$ cat src/sv/ecp_pkg.sv
package ecp_pkg;

    // Field widths
    localparam int TIME_W  = 24;
    localparam int CURVE_W = 5;
    localparam int OUT_W   = 18;
    localparam int FRAC_W  = 16;
    localparam int VAL_W   = 34;
    localparam int X_W     = 18;
    localparam int CNT_W   = 5;

    // Fixed-point constants (Q16 unless the name says Q30 or Q32)
    localparam logic signed [VAL_W-1:0] QONE   = 34'sd65536;
    localparam logic signed [VAL_W-1:0] TWO_Q  = 34'sd131072;
    localparam logic [63:0] BACK_S_Q32  = 64'd7308230452;
    localparam logic [63:0] BACK_S2_Q32 = 64'd11145051439;
    localparam logic signed [VAL_W-1:0] BACK_S  = VAL_W'((BACK_S_Q32 + 64'd32768) >> 16);
    localparam logic signed [VAL_W-1:0] BACK_S2 = VAL_W'((BACK_S2_Q32 + 64'd32768) >> 16);
    localparam logic signed [VAL_W-1:0] LN2_Q30 = 34'sd744261118;
    localparam logic signed [VAL_W-1:0] ONE_Q30 = 34'sd1073741824;
    localparam logic signed [VAL_W-1:0] Y_MIN   = -34'sd65536;
    localparam logic signed [VAL_W-1:0] Y_MAX   = 34'sd131071;

    // Step counts (last counter value)
    localparam logic [CNT_W-1:0] DIV_LAST   = 5'd15;
    localparam logic [CNT_W-1:0] ROOT_LAST  = 5'd16;
    localparam logic [CNT_W-1:0] XSTEP_LAST = 5'd7;

    // Curve families; poly families equal their in-out scale shift
    localparam logic [2:0] FAM_LIN   = 3'd0;
    localparam logic [2:0] FAM_QUAD  = 3'd1;
    localparam logic [2:0] FAM_CUBIC = 3'd2;
    localparam logic [2:0] FAM_QUART = 3'd3;
    localparam logic [2:0] FAM_QUINT = 3'd4;
    localparam logic [2:0] FAM_CIRC  = 3'd5;
    localparam logic [2:0] FAM_EXPO  = 3'd6;
    localparam logic [2:0] FAM_BACK  = 3'd7;

    localparam logic [1:0] FORM_IN    = 2'd0;
    localparam logic [1:0] FORM_OUT   = 2'd1;
    localparam logic [1:0] FORM_INOUT = 2'd2;

    // Datapath operations
    localparam logic [4:0] OP_NONE  = 5'd0;
    localparam logic [4:0] OP_START = 5'd1;
    localparam logic [4:0] OP_DIV   = 5'd2;
    localparam logic [4:0] OP_BASE  = 5'd3;
    localparam logic [4:0] OP_POW   = 5'd4;
    localparam logic [4:0] OP_QOUT  = 5'd5;
    localparam logic [4:0] OP_SQR   = 5'd6;
    localparam logic [4:0] OP_RINIT = 5'd7;
    localparam logic [4:0] OP_RSTEP = 5'd8;
    localparam logic [4:0] OP_XSTEP = 5'd9;
    localparam logic [4:0] OP_XLN   = 5'd10;
    localparam logic [4:0] OP_XLIN  = 5'd11;
    localparam logic [4:0] OP_XSH   = 5'd12;
    localparam logic [4:0] OP_BK2   = 5'd13;
    localparam logic [4:0] OP_BK3   = 5'd14;
    localparam logic [4:0] OP_BK4   = 5'd15;
    localparam logic [4:0] OP_FINAL = 5'd16;
    localparam logic [4:0] OP_LOAD  = 5'd17;

    typedef struct packed {
        logic [2:0] fam;
        logic [1:0] form;
    } curve_info_t;

    typedef struct packed {
        logic [4:0] op;
        logic [2:0] idx;
    } dp_cmd_t;

    typedef struct packed {
        logic act;
    } dp_stat_t;

    // Curve code to family and form; unknown codes are linear
    function automatic curve_info_t curve_decode(input logic [CURVE_W-1:0] c);
        curve_info_t ci;
        ci.fam  = FAM_LIN;
        ci.form = FORM_IN;
        unique case (c)
            5'd1:    begin ci.fam = FAM_QUAD;  ci.form = FORM_IN;    end
            5'd2:    begin ci.fam = FAM_QUAD;  ci.form = FORM_OUT;   end
            5'd3:    begin ci.fam = FAM_QUAD;  ci.form = FORM_INOUT; end
            5'd4:    begin ci.fam = FAM_CUBIC; ci.form = FORM_IN;    end
            5'd5:    begin ci.fam = FAM_CUBIC; ci.form = FORM_OUT;   end
            5'd6:    begin ci.fam = FAM_CUBIC; ci.form = FORM_INOUT; end
            5'd7:    begin ci.fam = FAM_QUART; ci.form = FORM_IN;    end
            5'd8:    begin ci.fam = FAM_QUART; ci.form = FORM_OUT;   end
            5'd9:    begin ci.fam = FAM_QUART; ci.form = FORM_INOUT; end
            5'd10:   begin ci.fam = FAM_QUINT; ci.form = FORM_IN;    end
            5'd11:   begin ci.fam = FAM_QUINT; ci.form = FORM_OUT;   end
            5'd12:   begin ci.fam = FAM_QUINT; ci.form = FORM_INOUT; end
            5'd13:   begin ci.fam = FAM_CIRC;  ci.form = FORM_IN;    end
            5'd14:   begin ci.fam = FAM_CIRC;  ci.form = FORM_OUT;   end
            5'd15:   begin ci.fam = FAM_CIRC;  ci.form = FORM_INOUT; end
            5'd16:   begin ci.fam = FAM_EXPO;  ci.form = FORM_IN;    end
            5'd17:   begin ci.fam = FAM_EXPO;  ci.form = FORM_OUT;   end
            5'd18:   begin ci.fam = FAM_EXPO;  ci.form = FORM_INOUT; end
            5'd19:   begin ci.fam = FAM_BACK;  ci.form = FORM_IN;    end
            5'd20:   begin ci.fam = FAM_BACK;  ci.form = FORM_OUT;   end
            5'd21:   begin ci.fam = FAM_BACK;  ci.form = FORM_INOUT; end
            default: begin ci.fam = FAM_LIN;   ci.form = FORM_IN;    end
        endcase
        return ci;
    endfunction

    // 2^(-2^-(b+1)) in Q30
    function automatic logic [VAL_W-1:0] pow2neg(input logic [2:0] b);
        logic [VAL_W-1:0] v;
        unique case (b)
            3'd0: v = 34'd759250125;
            3'd1: v = 34'd902905651;
            3'd2: v = 34'd984625594;
            3'd3: v = 34'd1028218693;
            3'd4: v = 34'd1050733751;
            3'd5: v = 34'd1062175491;
            3'd6: v = 34'd1067942999;
            3'd7: v = 34'd1070838486;
        endcase
        return v;
    endfunction

endpackage

$ cat src/sv/ecp_ctrl.sv
module ecp_ctrl import ecp_pkg::*;
(
    input  logic                clk,
    input  logic                rst_n,
    input  logic                in_valid,
    output logic                in_ready,
    output logic                out_valid,
    input  logic                out_ready,
    input  logic [CURVE_W-1:0]  easing_curve,
    input  dp_stat_t            stat,
    output dp_cmd_t             cmd
);

    localparam logic [4:0] S_IDLE  = 5'd0;
    localparam logic [4:0] S_CHK   = 5'd1;
    localparam logic [4:0] S_DIV   = 5'd2;
    localparam logic [4:0] S_BASE  = 5'd3;
    localparam logic [4:0] S_POW   = 5'd4;
    localparam logic [4:0] S_QOUT  = 5'd5;
    localparam logic [4:0] S_SQR   = 5'd6;
    localparam logic [4:0] S_RINIT = 5'd7;
    localparam logic [4:0] S_RSTEP = 5'd8;
    localparam logic [4:0] S_XSTEP = 5'd9;
    localparam logic [4:0] S_XLN   = 5'd10;
    localparam logic [4:0] S_XLIN  = 5'd11;
    localparam logic [4:0] S_XSH   = 5'd12;
    localparam logic [4:0] S_BK2   = 5'd13;
    localparam logic [4:0] S_BK3   = 5'd14;
    localparam logic [4:0] S_BK4   = 5'd15;
    localparam logic [4:0] S_FINAL = 5'd16;
    localparam logic [4:0] S_OUT   = 5'd17;

    logic [4:0]       state_reg, state_next;
    logic [CNT_W-1:0] cnt_reg, cnt_next;
    logic             out_valid_reg, out_valid_next;
    curve_info_t      ci;

    assign ci        = curve_decode(easing_curve);
    assign in_ready  = (state_reg == S_IDLE);
    assign out_valid = out_valid_reg;

    // Sequencer
    always_comb
    begin
        state_next = state_reg;
        cnt_next   = cnt_reg;
        cmd.op     = OP_NONE;
        cmd.idx    = cnt_reg[2:0];
        unique case (state_reg)
            S_IDLE:
            begin
                if (in_valid)
                begin
                    cmd.op     = OP_START;
                    state_next = S_CHK;
                end
            end
            S_CHK:
            begin
                cnt_next   = '0;
                state_next = stat.act ? S_DIV : S_FINAL;
            end
            S_DIV:
            begin
                cmd.op = OP_DIV;
                if (cnt_reg == DIV_LAST)
                begin
                    cnt_next   = '0;
                    state_next = S_BASE;
                end
                else
                begin
                    cnt_next = cnt_reg + 5'd1;
                end
            end
            S_BASE:
            begin
                cmd.op   = OP_BASE;
                cnt_next = '0;
                unique case (ci.fam)
                    FAM_LIN:   state_next = S_FINAL;
                    FAM_QUAD:  state_next = (ci.form == FORM_OUT) ? S_QOUT : S_POW;
                    FAM_CUBIC: state_next = S_POW;
                    FAM_QUART: state_next = S_POW;
                    FAM_QUINT: state_next = S_POW;
                    FAM_CIRC:  state_next = S_SQR;
                    FAM_EXPO:  state_next = S_XSTEP;
                    FAM_BACK:  state_next = S_SQR;
                endcase
            end
            S_QOUT:
            begin
                cmd.op     = OP_QOUT;
                state_next = S_FINAL;
            end
            S_POW:
            begin
                cmd.op = OP_POW;
                // power n takes n-1 products; family code equals n-1
                if (cnt_reg[2:0] == ci.fam - 3'd1)
                    state_next = S_FINAL;
                else
                    cnt_next = cnt_reg + 5'd1;
            end
            S_SQR:
            begin
                cmd.op     = OP_SQR;
                state_next = (ci.fam == FAM_CIRC) ? S_RINIT : S_BK2;
            end
            S_RINIT:
            begin
                cmd.op     = OP_RINIT;
                cnt_next   = '0;
                state_next = S_RSTEP;
            end
            S_RSTEP:
            begin
                cmd.op = OP_RSTEP;
                if (cnt_reg == ROOT_LAST)
                    state_next = S_FINAL;
                else
                    cnt_next = cnt_reg + 5'd1;
            end
            S_XSTEP:
            begin
                cmd.op = OP_XSTEP;
                if (cnt_reg == XSTEP_LAST)
                    state_next = S_XLN;
                else
                    cnt_next = cnt_reg + 5'd1;
            end
            S_XLN:
            begin
                cmd.op     = OP_XLN;
                state_next = S_XLIN;
            end
            S_XLIN:
            begin
                cmd.op     = OP_XLIN;
                state_next = S_XSH;
            end
            S_XSH:
            begin
                cmd.op     = OP_XSH;
                state_next = S_FINAL;
            end
            S_BK2:
            begin
                cmd.op     = OP_BK2;
                state_next = S_BK3;
            end
            S_BK3:
            begin
                cmd.op     = OP_BK3;
                state_next = S_BK4;
            end
            S_BK4:
            begin
                cmd.op     = OP_BK4;
                state_next = S_FINAL;
            end
            S_FINAL:
            begin
                cmd.op     = OP_FINAL;
                state_next = S_OUT;
            end
            S_OUT:
            begin
                if (!out_valid_reg || out_ready)
                begin
                    cmd.op     = OP_LOAD;
                    state_next = S_IDLE;
                end
            end
            default:
            begin
                state_next = S_IDLE;
            end
        endcase
    end

    // Output register occupancy
    always_comb
    begin
        if (cmd.op == OP_LOAD)
            out_valid_next = 1'b1;
        else if (out_ready)
            out_valid_next = 1'b0;
        else
            out_valid_next = out_valid_reg;
    end

    always_ff @(posedge clk or negedge rst_n)
    begin
        if (!rst_n)
        begin
            state_reg     <= S_IDLE;
            cnt_reg       <= '0;
            out_valid_reg <= 1'b0;
        end
        else
        begin
            state_reg     <= state_next;
            cnt_reg       <= cnt_next;
            out_valid_reg <= out_valid_next;
        end
    end

`ifndef SYNTHESIS
    a_accept_leaves_idle: assert property (@(posedge clk) disable iff (!rst_n)
        (in_valid && in_ready) |=> (state_reg == S_CHK))
        else $error("accepted item did not start processing");

    a_load_only_when_free: assert property (@(posedge clk) disable iff (!rst_n)
        (cmd.op == OP_LOAD) |-> (!out_valid_reg || out_ready))
        else $error("result loaded over an untaken result");

    a_div_count: assert property (@(posedge clk) disable iff (!rst_n)
        (state_reg == S_DIV) |-> (cnt_reg <= DIV_LAST))
        else $error("divider step count out of range");

    a_root_count: assert property (@(posedge clk) disable iff (!rst_n)
        (state_reg == S_RSTEP) |-> (cnt_reg <= ROOT_LAST))
        else $error("square root step count out of range");
`endif

endmodule

$ cat config.mk
export PLATFORM = sky130hd
export DESIGN_NAME = ecp_ctrl
export DESIGN_NICKNAME = d
export VERILOG_FILES = /design/src/sv/ecp_pkg.sv /design/src/sv/ecp_ctrl.sv
export SDC_FILE = /design/constraint.sdc
export NUM_CORES = 1
export LEC_CHECK = 0
export ABC_AREA = 1
export BUFFER_PORTS_ARGS = -buffer_cell sky130_fd_sc_hd__buf_4
export CORE_MARGIN = 2
export CORE_UTILIZATION = 30
export DETAILED_ROUTE_END_ITERATION = 6
export GPL_ROUTABILITY_DRIVEN = 1
export SLEW_MARGIN = 5
export SYNTH_ARGS = -nofsm -noshare
export SYNTH_HDL_FRONTEND = slang
export SYNTH_SLANG_ARGS = --single-unit
$ cat constraint.sdc
create_clock -name clk -period 1.7 [get_ports clk]
set_input_delay 0.34 -clock clk [delete_from_list [all_inputs] [get_ports clk]]
set_output_delay 0.34 -clock clk [all_outputs]
set_load 0.01 [all_outputs]
==> impl_metrics.toml, run 1 <==
[layout]
instances_no_fill = 376
final_nets = 334
final_core_util_pct = 48.73
antenna_cells = 0
syn2layout_area_growth_pct = 53.80
drive_gt1_share_pct = 47.57

[critical_path]
setup.worst_path.start = "easing_curve[1]"
max_stage_delay_ns = 0.20
cpMaxStageDelayCell = "nand3b_1"
cp-end-kind = "flip-flop"
r2r_end = "state_reg[3]$_DFFE_PN0P_"
reg2reg_from = "cnt_reg[0]$_DFFE_PN0P_"
reg2reg_depth = 11
cp.arrival_ns = 2.02
setup.worst_path.class = "input pin to flip-flop"
required_ns = 1.89
crit_path_frequent_cell = "nand2_1"
cp_max_fo = 6
rrSetupSlack_ns = -0.04
cp-start-kind = "input pin"
path_cells = "buf_12 -> inv_8 -> ha_4 -> inv_2 -> nand2_2 -> nand3_2 -> nand2_1 -> nand2_2 -> nand2_4 -> ha_4 -> nand3b_1 -> nand2_1 -> nand2_1 -> nand2_2 -> nand4_4 -> nand2_4 -> nand2_1 -> nand2_1"

[placed_design]
place_congestion = 0.9731
hpwl_um = 3417
portBuffers = 19
dp_cells = 364

[synth]
synth.distinct_cells = 30
yosysWarningCount = 0
yosys_register_bits = 11
yosysSeqAreaShare_pct = 18.15
syn-num-nets = 269
syn_area_per_cell_um2 = 6.190
syn_area_mm2 = 0.001516
syn_inst = 245

[route]
via_per_inst = 4.713
vias = 1772
drtIter0Drc = 116
wl_per_cell_um = 11.60
drt-pass1-iter-count = 4
drc = 0
wirelength_um = 4363
drtAntennaViolNets = 0

[global_routing]
global_route.usage.met1_pct = 21.85
antenna_found_initial = 0
grt-ovfl-total = 0
grt_pass1_vias = 1621
grt_usage_pct = 16.70
use_met3_pct = 3.481
top_usage_layer = "met2"
grt_use_met2_pct = 27.97
grt_max_degree = 12
grt_pass1_wl_um = 7272

[cts]
cts_buffers = 3
htreeDepth = 1
cts_root_buf = "clkbuf_8"
clk_pin_slew_ns = 0.06
clockBufferDepth = 2
cts_tree = "yes"
clock_latency_ns = 0.24
clock_sinks = 11

[flow_run]
drv_cap = 0

[status]
outcome = "complete, but fails checks"
failed_checks = "setup timing"

[sta]
fmax_ghz = 0.5450
worstMarginPinSlew_ns = 0.2741
layout_setup_ws_ns = -0.1349
slew_headroom_pct = 81.73
setup-violations-final = 11
finalHoldViolations = 0
rsz0062_at_grt = "yes"
period_needed_ns = 1.835
fin_crit_sh_pct = 107.9
hold_ws_ns = 0.3777
fin_skew_ns = 0.004315
drv_slew = 0

[die]
die_w_um = 75.10
core.rowCount = 25
core-area_mm2 = 0.004786
initial_core_util_pct = 31.69
die_area_mm2 = 0.005639
die_h_um = 75.10
io-pin-count = 20

[power_and_ir_drop]
max-vdd-ir-drop_mv = 0.5943
power_w = 0.003252
power.density_mw_per_mm2 = 1394
leakage_nw = 1.208

[worst_hold_path]
hp-start = "out_ready"
hp-class = "input pin to flip-flop"
hold_end = "out_valid$_DFFE_PN0P_"
hold_depth = 4
-- how the worst max path moves through the flow --
stage	to	slack [ns]	cells past startpoint
3_3_place_gp	cnt_reg[0]$_DFFE_PN0P_	-0.46	18
3_5_place_dp	state_reg[3]$_DFFE_PN0P_	-0.47	19
5_1_grt	cnt_reg[2]$_DFFE_PN0P_	-0.28	18
2_1_floorplan	state_reg[3]$_DFFE_PN0P_	-0.17	14
6_report	cnt_reg[3]$_DFFE_PN0P_	-0.13	18
4_1_cts	cnt_reg[1]$_DFFE_PN0P_	-0.14	14
-- cells in the mapped netlist (all sizes together) --
| cell | instances | share of area, % |
|---|---|---|
| a21oi | 7 | 2.3 |
| or2 | 1 | 0.41 |
| nand2 | 73 | 19 |
| dfrtp | 11 | 18 |
| a31oi | 1 | 0.41 |
| ha | 14 | 12 |
| nand3b | 1 | 0.50 |
| buf | 4 | 2.2 |
| nand4 | 6 | 2.9 |
| o22a | 1 | 0.58 |
| nor3 | 4 | 1.3 |
| o22ai | 3 | 1.6 |
| o21ai | 10 | 3.8 |
| nor2 | 32 | 9.9 |
| nand3 | 36 | 14 |
| o21bai | 1 | 0.50 |
| inv | 38 | 9.7 |
| xor2 | 2 | 1.2 |
-- timing repair --
action	4_1_cts	5_1_grt
setup buffers	3	4
hold endpoints to repair	11	0
pin swaps	12	16
hold buffers	1	0
setup endpoints to repair	13	13
resized for setup	6	41
-- cells by family after synthesis --
| family | after synthesis | synth area share (%) |
|---|---|---|
| buffers and inverters | 42 | 11.96 |
| adder cells (fa/ha/maj) | 14 | 11.55 |
| AO/OA/AOI/OAI | 23 | 9.241 |
| AND/OR/NAND/NOR | 153 | 47.94 |
| XOR/XNOR | 2 | 1.155 |
| flip-flops | 11 | 18.15 |
-- layout make-up --
| cell class | count | area (um^2) |
|---|---|---|
| timing repair buffer | 64 | 506.7 |
| sequential | 11 | 279.0 |
| clock buffer | 4 | 45.04 |
| tap | 67 | 83.83 |
| fill | 481 | 2454 |
| inverter | 38 | 157.7 |
| multi-input combinational | 192 | 1260 |
-- cells in the final DEF (no fill, tap or decap), types with 5 or more instances in the layout --
cell type | synthesis | final
a21oi_1 | 7 | 7
buf_4 | 3 | 60
dfrtp_1 | 11 | 8
ha_1 | 14 | 9
inv_1 | 29 | 22
inv_2 | 7 | 12
nand2_1 | 67 | 50
nand2_2 | 5 | 19
nand3_1 | 31 | 21
nand3_2 | 5 | 15
nand4_1 | 5 | 5
nor2_1 | 22 | 19
nor2_2 | 9 | 9
o21ai_0 | 7 | 5
-- through the flow --
| step | setup TNS (ns) | worst slack [ns] | instance area (um^2) |
|---|---|---|---|
| 6_report | -1.107 | -0.1349 | 2332 |
| 2_1_floorplan | -1.473 | -0.1745 | 1604 |
| 5_1_grt | -2.692 | -0.2806 | 2332 |
| 3_3_place_gp | -4.277 | -0.4629 | 2074 |
| 4_1_cts | -1.272 | -0.1418 | 2175 |
| 3_5_place_dp | -4.366 | -0.4659 | 2074 |
-- worst max-delay path, delay by kind of cell --
family,cells,cell delay [ns]
adder cells (fa/ha/maj),2,0.30
buffers and inverters,3,0.19
AND/OR/NAND/NOR,13,1.20
-- per-layer routing --
layer	share of wire (%)	vias up
met1	46	801
met5	0	-
met3	4.5	10
met4	1.6	0
met2	47	40
li1	-	921
-- report_power, final --
part | switching (W) | internal [W] | leakage, nW
Sequential | 0.000128 | 0.000374 | 0.142
Combinational | 0.00146 | 0.00102 | 1.04
Clock | 0.000110 | 0.000166 | 0.0228
Power figures use the tool's default switching activity.
==> run 2, diff against run 1 <==
Settings changed: CORE_ASPECT_RATIO from default to 2.
==> run 2 against run 1 <==
Critical endpoint is now cnt_reg[0]$_DFFE_PN0P_; cell count is 0.27% higher; first-iteration DRC count is 72% lower; hold slack better by 0.0065 ns; die area is 0.62% higher; final area is 5.8% higher; count of clock-buffer cells in the layout stayed put; via count is 4.2% higher; worst setup slack better by 0.0011 ns; non-clock buffer count is 11 higher; sequential share of layout area is 0.71 points lower; sequential cell count stayed put; the run still ends with setup timing left; largest cell class unchanged; clock power hardly changed.
==> impl_metrics.toml, run 2 (synthesized netlist as in run 1, its figures left out) <==
[worst_hold_path]
hp-start = "out_ready"
hp-class = "input pin to flip-flop"

[die]
die_area_mm2 = 0.005674
core-area_mm2 = 0.004865
core.rowCount = 36
initial_core_util_pct = 31.17
die_w_um = 54.28
io-pin-count = 20
die_h_um = 104.5

[sta]
drv_slew = 0
fmax_ghz = 0.5453
fin_crit_sh_pct = 107.9
finalHoldViolations = 0
layout_setup_ws_ns = -0.1338
rsz0062_at_grt = "yes"
fin_skew_ns = 0.004153
slew_headroom_pct = 82.70
period_needed_ns = 1.834
setup-violations-final = 12
worstMarginPinSlew_ns = 0.2592

[layout]
final_nets = 345
layout.cells.most_common_list = "buf_4, nand2_1, inv_1"
multiInputGateArea_mm2 = 0.001299
final_common_cell = "buf_4"
nFillCells = 495
drive_gt1_share_pct = 48.75
antenna_cells = 0
final-seq-area_um2 = 277.8
syn2layout_area_growth_pct = 62.71
instances_no_fill = 377

[route]
drtIter0Drc = 32
drc = 0
wl_per_cell_um = 13.46
drt-pass1-iter-count = 4
wirelength_um = 5073
drtAntennaViolNets = 0
via_per_inst = 4.897
vias = 1846

[critical_path]
cp.arrival_ns = 2.01
required_ns = 1.88
reg2reg_from = "state_reg[2]$_DFFE_PN0P_"
cp-end-kind = "flip-flop"
setup.worst_path.start = "easing_curve[1]"
setup.worst_path.class = "input pin to flip-flop"
cp_max_fo = 6
cp-start-kind = "input pin"

[power_and_ir_drop]
p_sw_w = 0.001878
power.density_mw_per_mm2 = 1450
intPower_w = 0.001699
power_frac_clock_pct = 7.6
power_frac_seq_pct = 13.9
leakage_nw = 1.286
max-vdd-ir-drop_mv = 0.8370
power_w = 0.003577
switching_share_pct = 52.51
comb_power_share_pct = 78.5

[global_routing]
grt_usage_pct = 18.94
grt-ovfl-total = 0
grt_pass1_wl_um = 8038
grt_max_degree = 12
grt_pass1_vias = 1856
antenna_found_initial = 0

[cts]
cts_root_buf = "clkbuf_8"
clock_latency_ns = 0.25
htreeDepth = 1
cts_tree = "yes"
cts_buffers = 3
clock_sinks = 11
clk_pin_slew_ns = 0.05
clockBufferDepth = 2

[placed_design]
portBuffers = 19
hpwl_um = 3790
dp_cells = 352
place_congestion = 0.8650

[flow_run]
drv_cap = 0

[status]
failed_checks = "setup timing"
outcome = "complete, but fails checks"
==> run 2: path summary, 6_finish.rpt <==
path | end | slack, ns | cells after the start
min in group asynchronous | out_valid$_DFFE_PN0P_ | 0.47 | 2
setup / recovery | cnt_reg[0]$_DFFE_PN0P_ | -0.13 | 14
setup reg to reg | cnt_reg[0]$_DFFE_PN0P_ | -0.06 | 12
max in group asynchronous | state_reg[3]$_DFFE_PN0P_ | 1.06 | 2
hold reg to reg | cnt_reg[3]$_DFFE_PN0P_ | 0.52 | 2
hold / removal | out_valid$_DFFE_PN0P_ | 0.38 | 4
==> run 2: layout make-up <==
type / count / share of cell area (%)
tap: 57 / 2.890
timing repair buffer: 75 / 24.49
inverter: 38 / 6.897
sequential: 11 / 11.26
clock buffer: 4 / 1.826
multi-input combinational: 192 / 52.64
==> run 2: worst max-delay path: stages <==
cell     delay, ns
buf_12        0.11
ha_4          0.14
or2_1         0.23
nand3_2       0.08
nand2_2       0.07
nand2_4       0.09
inv_4         0.04
ha_4          0.20
xor2_1        0.15
inv_1         0.12
nand4_4       0.19
nand2_4       0.13
nand2_1       0.05
nand2_1       0.05
==> run 2: timing repair <==
item                                    in CTS  in global routing
endpoints found under the setup margin      12                 12
endpoints found under the hold margin       11                  0
hold buffers                                 1                  0
setup buffers                               18                  2
cloned                                       0                  0
gates resized for setup                     48                 13
pin swaps                                   28                 11
==> run 2: per-stage QoR <==
stage	utilization, %	cell area, um^2	setup TNS [ns]	hold WS [ns]	setup WS (ns)
after floorplan	-	1604	-1.473	0.04441	-0.1745
after global placement	42.08	2047	-4.304	0.1844	-0.4702
after detailed placement	42.08	2047	-4.583	0.1851	-0.4991
after CTS	49.46	2406	-0.8656	0.3859	-0.1122
after global routing	50.72	2467	-2.278	0.4208	-0.2706
final	50.72	2467	-1.145	0.3842	-0.1338
==> run 2: metal layers <==
metal	vias to the layer above	wire [um]	track usage [%]
li1	936	-	-
met4	0	284	12.86
met2	42	3002	35.28
met1	845	1691	17.50
met3	23	94	1.429
met5	-	0	0
==> run 2: power by group through the flow <==
stage,Sequential (W),Combinational [W],Clock (W)
6_report,0.000498,0.00281,0.000273
5_1_grt,0.000507,0.00304,0.000289
4_1_cts,0.000480,0.00271,0.000278
3_5_place_dp,0.000471,0.00229,0
3_3_place_gp,0.000468,0.00228,0
2_1_floorplan,0.000497,0.00145,0
